**src/design/lzss_decoder_4k_core_macros.svh**
```systemverilog
// assertion macros for the lzss 4k decoder core
// expects clk and rst to be visible in the module that expands them
`ifndef LZSS_DECODER_4K_CORE_MACROS_SVH
`define LZSS_DECODER_4K_CORE_MACROS_SVH

// same-cycle implication
`define LZ4K_ASSERT_IMP(name, ante, cons) \
  name: assert property (@(posedge clk) disable iff (rst) (ante) |-> (cons)) \
    else $error("lzss4k assertion failed");

// next-cycle implication
`define LZ4K_ASSERT_NEXT(name, ante, cons) \
  name: assert property (@(posedge clk) disable iff (rst) (ante) |=> (cons)) \
    else $error("lzss4k assertion failed");

`endif

```
**src/design/lzss4k_pkg.sv**
```systemverilog
// shared types and constants for the lzss 4k decoder core
// no dependencies
package lzss4k_pkg;

  localparam int WINDOW_DEPTH_DEF = 4096;
  localparam int CFG_W = 32;
  localparam int LEN_BIAS = 3;
  localparam int GROUP_TOKENS = 8;

  typedef enum logic {
    CFG_IN_LIMIT  = 1'b0,
    CFG_OUT_LIMIT = 1'b1
  } cfg_idx_t;

  typedef struct packed {
    logic       valid;
    logic [7:0] data;
    logic       last;
    logic       done;
  } emit_t;

endpackage

```
**src/design/lzss4k_ctrl.sv**
```systemverilog
// token sequencer and byte copy engine of the lzss 4k decoder
// depends on lzss4k_pkg and lzss_decoder_4k_core_macros.svh
`include "lzss_decoder_4k_core_macros.svh"

module lzss4k_ctrl #(
  parameter int WINDOW_DEPTH = lzss4k_pkg::WINDOW_DEPTH_DEF
) (
  input  logic                            clk,
  input  logic                            rst,
  input  logic                            in_valid,
  output logic                            in_stall,
  input  logic [7:0]                      data_byte,
  input  logic [lzss4k_pkg::CFG_W-1:0]    in_limit,
  input  logic [lzss4k_pkg::CFG_W-1:0]    out_limit,
  input  logic                            slot_free,
  output lzss4k_pkg::emit_t               emit,
  output logic                            ram_we,
  output logic [$clog2(WINDOW_DEPTH)-1:0] ram_waddr,
  output logic [7:0]                      ram_wdata,
  output logic                            ram_re,
  output logic [$clog2(WINDOW_DEPTH)-1:0] ram_raddr,
  input  logic [7:0]                      ram_rdata
);

  import lzss4k_pkg::*;

  localparam int AW = $clog2(WINDOW_DEPTH);

  typedef enum logic [1:0] {
    S_IN,
    S_LIT,
    S_COPY
  } state_t;

  typedef enum logic [1:0] {
    PH_FLAG,
    PH_TOKEN,
    PH_MATCH
  } phase_t;

  state_t           state;
  phase_t           phase;
  logic [7:0]       flag_bits;
  logic [3:0]       bits_left;
  logic [7:0]       match_low;
  logic [CFG_W-1:0] in_count;
  logic [CFG_W-1:0] out_count;
  logic             finished;
  logic [AW-1:0]    write_pos;
  logic             full;
  logic [7:0]       lit_byte;
  logic [AW-1:0]    src;
  logic [AW-1:0]    match_dist;
  logic [4:0]       remaining;
  logic             rd_ok;
  logic             fwd;
  logic [7:0]       fwd_byte;

  logic             in_acc;
  logic             emit_go;
  logic             is_last;
  logic [7:0]       emit_byte;
  logic [CFG_W-1:0] in_count_next;
  logic [CFG_W-1:0] out_count_next;
  logic [AW-1:0]    write_pos_next;
  logic             full_next;
  logic [3:0]       bits_left_next;
  logic             fin_tok;
  logic [AW-1:0]    dist_new;
  logic [AW-1:0]    src_start;
  logic [AW-1:0]    src_next;
  logic             start_ok;
  logic             next_ok;
  logic             copy_more;

  assign in_stall  = (state != S_IN);
  assign in_acc    = in_valid && !in_stall;
  assign emit_go   = slot_free && (state == S_LIT || state == S_COPY);
  assign is_last   = (state == S_LIT) || (remaining == 5'd1);
  assign copy_more = emit_go && (state == S_COPY) && !is_last;

  always_comb begin
    if (state == S_LIT) begin
      emit_byte = lit_byte;
    end else if (fwd) begin
      emit_byte = fwd_byte;
    end else if (rd_ok) begin
      emit_byte = ram_rdata;
    end else begin
      emit_byte = '0;
    end
  end

  assign in_count_next  = (in_count == '1) ? in_count : in_count + 1'b1;
  assign out_count_next = (out_count == '1) ? out_count : out_count + 1'b1;
  assign write_pos_next = write_pos + 1'b1;
  assign full_next      = full || (write_pos == '1);
  assign bits_left_next = bits_left - 1'b1;
  assign fin_tok        = (in_count >= in_limit) ||
                          (bits_left_next == '0 && out_count_next >= out_limit);

  assign dist_new  = AW'({data_byte[7:4], match_low} + 12'd1);
  assign src_start = write_pos - dist_new;
  assign src_next  = src + 1'b1;
  assign start_ok  = full || (src_start < write_pos);
  assign next_ok   = full_next || (src_next < write_pos_next);

  assign emit.valid = emit_go;
  assign emit.data  = emit_byte;
  assign emit.last  = is_last;
  assign emit.done  = is_last && fin_tok;

  assign ram_we    = emit_go;
  assign ram_waddr = write_pos;
  assign ram_wdata = emit_byte;
  assign ram_re    = (in_acc && !finished && phase == PH_MATCH) || copy_more;
  assign ram_raddr = (state == S_COPY) ? src_next : src_start;

  always_ff @(posedge clk) begin
    if (rst) begin
      state     <= S_IN;
      phase     <= PH_FLAG;
      flag_bits <= '0;
      bits_left <= '0;
      match_low <= '0;
      in_count  <= '0;
      out_count <= '0;
      finished  <= 1'b0;
      write_pos <= '0;
      full      <= 1'b0;
      remaining <= '0;
      rd_ok     <= 1'b0;
      fwd       <= 1'b0;
    end else begin
      if (in_acc && !finished) begin
        case (phase)
          PH_FLAG: begin
            if (in_count >= in_limit || out_count >= out_limit) begin
              finished <= 1'b1;
            end else begin
              in_count  <= in_count_next;
              flag_bits <= data_byte;
              bits_left <= 4'(GROUP_TOKENS);
              phase     <= PH_TOKEN;
            end
          end
          PH_TOKEN: begin
            in_count <= in_count_next;
            if (flag_bits[0]) begin
              lit_byte <= data_byte;
              state    <= S_LIT;
            end else begin
              match_low <= data_byte;
              phase     <= PH_MATCH;
            end
          end
          PH_MATCH: begin
            in_count   <= in_count_next;
            match_dist <= dist_new;
            src        <= src_start;
            remaining  <= 5'(data_byte[3:0]) + 5'(LEN_BIAS);
            rd_ok      <= start_ok;
            fwd        <= 1'b0;
            state      <= S_COPY;
          end
          default: begin
            phase <= PH_FLAG;
          end
        endcase
      end
      if (emit_go) begin
        write_pos <= write_pos_next;
        full      <= full_next;
        out_count <= out_count_next;
        if (copy_more) begin
          remaining <= remaining - 1'b1;
          src       <= src_next;
          rd_ok     <= next_ok;
          fwd       <= (match_dist == AW'(1));
          fwd_byte  <= emit_byte;
        end
        if (is_last) begin
          state     <= S_IN;
          flag_bits <= flag_bits >> 1;
          bits_left <= bits_left_next;
          phase     <= (bits_left_next == '0) ? PH_FLAG : PH_TOKEN;
          finished  <= fin_tok;
        end
      end
    end
  end

  `LZ4K_ASSERT_IMP(a_copy_count, state == S_COPY, remaining != '0)
  `LZ4K_ASSERT_IMP(a_done_on_last, emit.valid && emit.done, emit.last)
  `LZ4K_ASSERT_NEXT(a_finished_sticks, finished, finished)
  `LZ4K_ASSERT_NEXT(a_no_work_after_end, finished && state == S_IN, state == S_IN)
  `LZ4K_ASSERT_IMP(a_busy_in_token, state != S_IN, phase != PH_FLAG || bits_left != '0)

endmodule

```
**config.mk**
```make
export PLATFORM = sky130hd
export DESIGN_NAME = lzss4k_ctrl
export DESIGN_NICKNAME = d
export VERILOG_FILES = /design/src/design/lzss4k_pkg.sv /design/src/design/lzss4k_ctrl.sv
export VERILOG_INCLUDE_DIRS = /design/src /design/src/design
export SDC_FILE = /design/constraint.sdc
export NUM_CORES = 1
export LEC_CHECK = 0
export CELL_PAD_IN_SITES_DETAIL_PLACEMENT = 1
export CELL_PAD_IN_SITES_GLOBAL_PLACEMENT = 1
export CORE_MARGIN = 2
export CORE_UTILIZATION = 35
export CTS_BUF_LIST = sky130_fd_sc_hd__clkbuf_4
export DETAILED_ROUTE_END_ITERATION = 8
export DONT_BUFFER_PORTS = 1
export PLACE_DENSITY_LB_ADDON = 0.25
export SYNTH_ARGS = -nofsm -noshare
export SYNTH_HDL_FRONTEND = slang
export SYNTH_SLANG_ARGS = --single-unit
export TNS_END_PERCENT = 100
```
**constraint.sdc**
```tcl
create_clock -name clk -period 8.7 [get_ports clk]
set_input_delay 1.74 -clock clk [delete_from_list [all_inputs] [get_ports clk]]
set_output_delay 1.74 -clock clk [all_outputs]
set_load 0.03 [all_outputs]
```
==> qor.json <==
{
  "critical_path.most_common_cell": {"value": "sky130_fd_sc_hd__a21o_1"},
  "chipHeight": {"value": 185, "unit": "microns"},
  "synth_xor_area_share": {"value": 10.4, "unit": "%"},
  "cts_setup_buffers": {"value": 0},
  "power_frac_seq": {"value": 51.4, "unit": "%"},
  "cp_cell_sequence": {"value": "nand3_2 > or4_1 > nor4_4 > or2_1 > or3_1 > nor3_2 > and3_1 > xor2_1 > ha_1 > a21o_1 > a21o_1 > a21oi_1 > nor2b_1 > o21ai_0 > o211ai_1 > a221oi_1 > nor2_1"},
  "place_ws": {"value": 2.06, "unit": "ns"},
  "final.period_utilization": {"value": 83.5, "unit": "%"},
  "firstDrtPassIters": {"value": 4},
  "yosysUniqueCellTypes": {"value": 69},
  "timing.setup.tns": {"value": 0, "unit": "ns"},
  "post_layout_min_period": {"value": 7.26, "unit": "ns"},
  "clkSlewWorstSetupHoldPaths": {"value": 0.14, "unit": "ns"},
  "synth.avg_cell_area": {"value": 8.32, "unit": "sq um"},
  "tritoncts.num_buffers": {"value": 17},
  "mapped_nets": {"value": 1606},
  "routed_wire_length_per_instance": {"value": 17.4, "unit": "microns"},
  "critical_path.endpoint_type": {"value": "output port"},
  "synth_top_area_share": {"value": 19.1, "unit": "%"},
  "ys_async_sr_fraction": {"value": 0, "unit": "%"},
  "groute.usage.overall": {"value": 18.8, "unit": "%"},
  "run_status": {"value": "completed"},
  "route.detailed.drc": {"value": 0},
  "dpl_cell_area": {"value": 11800, "unit": "sq um"},
  "synth.cell_area": {"value": 11500, "unit": "sq um"},
  "synth.most_common_cell": {"value": "sky130_fd_sc_hd__nor2_1"},
  "num-nets-final": {"value": 1579},
  "synthTopCellsByCount": {"value": "sky130_fd_sc_hd__nor2_1, sky130_fd_sc_hd__ha_1, sky130_fd_sc_hd__inv_1"},
  "vdd.ir_drop.worst": {"value": 68.6, "unit": "uV"},
  "critPathKind": {"value": "flop to output port"},
  "grt_max_degree": {"value": 112},
  "fp.dieArea": {"value": 34200, "unit": "sq um"},
  "synth-edff-count": {"value": 40},
  "die_width": {"value": 185, "unit": "microns"},
  "placedCellCount": {"value": 1772},
  "internal-power": {"value": 1010, "unit": "uW"},
  "critical_path.max_fanout": {"value": 10},
  "critical_path_rt": {"value": 6.96, "unit": "ns"},
  "final.fill_count": {"value": 3929},
  "finalMaxSlewViolations": {"value": 0},
  "synth.mux.area_fraction": {"value": 2.64, "unit": "%"},
  "timing.hold.worst.class": {"value": "flop to flop"},
  "cts_max_path_buffers": {"value": 2},
  "post_synth_main_area_contributors": {"value": "sky130_fd_sc_hd__dfxtp_1, sky130_fd_sc_hd__ha_1, sky130_fd_sc_hd__edfxtp_1, sky130_fd_sc_hd__xnor2_1, sky130_fd_sc_hd__nor2_1"},
  "compound_gate_fraction_of_synth_area": {"value": 13.9, "unit": "%"},
  "power.share.combinational": {"value": 13.2, "unit": "%"},
  "synth-main-ff-cell": {"value": "sky130_fd_sc_hd__dfxtp_1"},
  "grt_first_pass_wirelength": {"value": 50.7, "unit": "mm"},
  "syn-instance-count": {"value": 1376},
  "rsz0062_at_grt": {"value": "no"},
  "cts.sinks": {"value": 149},
  "slew-limit-headroom": {"value": 19.4, "unit": "%"},
  "clock_insertion_delay_worst_skew": {"value": 0.61, "unit": "ns"},
  "input_output_buffers": {"value": 0},
  "grt_remaining_overflow": {"value": 0},
  "ios": {"value": 130},
  "yosys.area_share.simple": {"value": 20.7, "unit": "%"},
  "setup.worst_path.start_class": {"value": "flop"},
  "layout-drive-gt1-share": {"value": 5.29, "unit": "%"},
  "detailedPlacementHpwl": {"value": 24.4, "unit": "mm"},
  "fp.coreArea": {"value": 32400, "unit": "sq um"},
  "power.clock.fraction": {"value": 35.4, "unit": "%"},
  "ctsHoldBuffers": {"value": 0},
  "power.leakage": {"value": 0.00510, "unit": "uW"},
  "antenna_found_initial": {"value": 2},
  "post_synthesis_sequential_area_ratio": {"value": 29.5, "unit": "%"},
  "wirelength": {"value": 31.4, "unit": "mm"},
  "ant_nets": {"value": 0},
  "grt_pass1_vias": {"value": 9657},
  "areaGrowthSynthToFinish": {"value": 5.96, "unit": "%"},
  "start_util": {"value": 35.4, "unit": "%"},
  "power.density": {"value": 119, "unit": "nW/um^2"},
  "endpoints_failing_setup": {"value": 0},
  "hold_viol": {"value": 0},
  "maxCapViolCount": {"value": 0},
  "slowest_stage": {"value": "sky130_fd_sc_hd__or4_1"},
  "worst_slack": {"value": 1.44, "unit": "ns"},
  "regArea": {"value": 3380, "unit": "sq um"},
  "final_design_area_no_fill": {"value": 12100, "unit": "sq um"},
  "timing.fmax": {"value": 138, "unit": "MHz"},
  "swShare": {"value": 30.3, "unit": "%"},
  "core.rowCount": {"value": 66},
  "synthAdderAreaFrac": {"value": 16.2, "unit": "%"},
  "multiInputGateArea": {"value": 7310, "unit": "sq um"},
  "vias": {"value": 9425},
  "cts_tree": {"value": "done"},
  "final_cell_count_no_fill": {"value": 1806},
  "ctsRootBufferMaster": {"value": "sky130_fd_sc_hd__clkbuf_4"},
  "netSwitchingPower": {"value": 438, "unit": "uW"},
  "postSynthRegisterBits": {"value": 149},
  "arrival": {"value": 5.52, "unit": "ns"},
  "drt_iter0_drc": {"value": 416},
  "cts_resized": {"value": 0},
  "synth_warnings": {"value": 0},
  "largest_stage_delay_on_the_critical_path": {"value": 0.72, "unit": "ns"},
  "synth_top_family_by_area": {"value": "simple AND/OR/NAND/NOR gates"},
  "globalplace.congestion": {"value": 0.807},
  "synth_largest_area_cell": {"value": "sky130_fd_sc_hd__dfxtp_1"},
  "fin_skew": {"value": 0.0248, "unit": "ns"},
  "h-tree-depth": {"value": 4},
  "post_drt_via_cell_ratio": {"value": 5.22},
  "worstMarginPinSlew": {"value": 1.20, "unit": "ns"}
}
==> placed cells by master, fill, tap and decap left out, drive strengths merged, types with 12 or more instances in the layout <==
master  netlist  final
o21ai        59     59
xor2         41     41
ha          145    145
buf          21     12
dfxtp       109    109
nand3        48     48
nor3         37     37
a21o         43     43
mux2i        19     19
edfxtp       40     40
nor4         12     12
inv         128    136
xnor2        92     92
a21oi        61     61
nor2b        12     12
nand2        98     98
or3          18     18
clkbuf       37     17
nor2        168    168
nand4        35     35
==> state kept, by name (all words and copies together), names as in the netlist <==
name	cells
bits_left	4
finished	1
flag_bits	8
full	1
fwd	1
fwd_byte	8
in_count	32
lit_byte	8
match_dist	12
match_low	8
out_count	32
phase	2
ram_waddr	12
rd_ok	1
remaining	5
src	12
state	2
==> cell type report <==
type	instances	area share, %
multi-input combinational	1041	60.2
sequential	149	27.9
tap	442	4.56
inverter	128	3.96
clock inverter	15	1.56
clock buffer	17	1.05
timing repair buffer	12	0.742
antenna	2	0.0412
==> critical path, delay by kind of cell (launching register included) <==
kind / cells / cell delay, ns
xor+xnor: 1 / 0.15
flops: 1 / 0.52
compound gates: 6 / 1.22
fa+ha+maj: 1 / 0.31
simple gates: 9 / 2.72
==> logic make-up after synthesis <==
logic type / Yosys count
buf+inv: 186
mux: 29
flops: 149
xor+xnor: 134
fa+ha+maj: 148
simple gates: 484
compound gates: 246
==> power by group through the flow <==
stage	clock (uW)	sequential [uW]	combinational, uW
2_1_floorplan	0	752	156
3_3_place_gp	0	756	186
3_5_place_dp	0	757	192
4_1_cts	534	742	194
5_1_grt	561	745	217
6_report	512	742	190
==> final timing paths <==
check | start | endpoint | slack (ns) | cells past startpoint
worst max-delay path | out_count[13]$_SDFFE_PP0P_ | emit[0] | 1.44 | 17
worst min-delay path | state[1]$_SDFF_PP0_ | state[1]$_SDFF_PP0_ | 0.52 | 2
worst max register to register | out_count[13]$_SDFFE_PP0P_ | finished$_SDFF_PP0_ | 3.72 | 17
worst min register to register | state[1]$_SDFF_PP0_ | state[1]$_SDFF_PP0_ | 0.52 | 2
==> layer usage <==
metal	global-route usage, %	vias to the layer above	wire length (microns)
met4	4.83	0	352
met2	31.5	136	14500
met5	0	-	0
met1	24.9	4534	15300
li1	-	4732	-
met3	3.54	23	1260
==> through the flow <==
step / hold slack (ns) / power, uW / util [%]
after global routing: 0.527 / 1520 / 37.5
final: 0.517 / 1440 / 37.5
after detailed placement: 0.494 / 949 / 36.5
after floorplan: 0.458 / 908 / -
after global placement: 0.474 / 942 / 36.5
after CTS: 0.518 / 1470 / 37.5
Note: power is estimated with default switching activity, not from simulation.
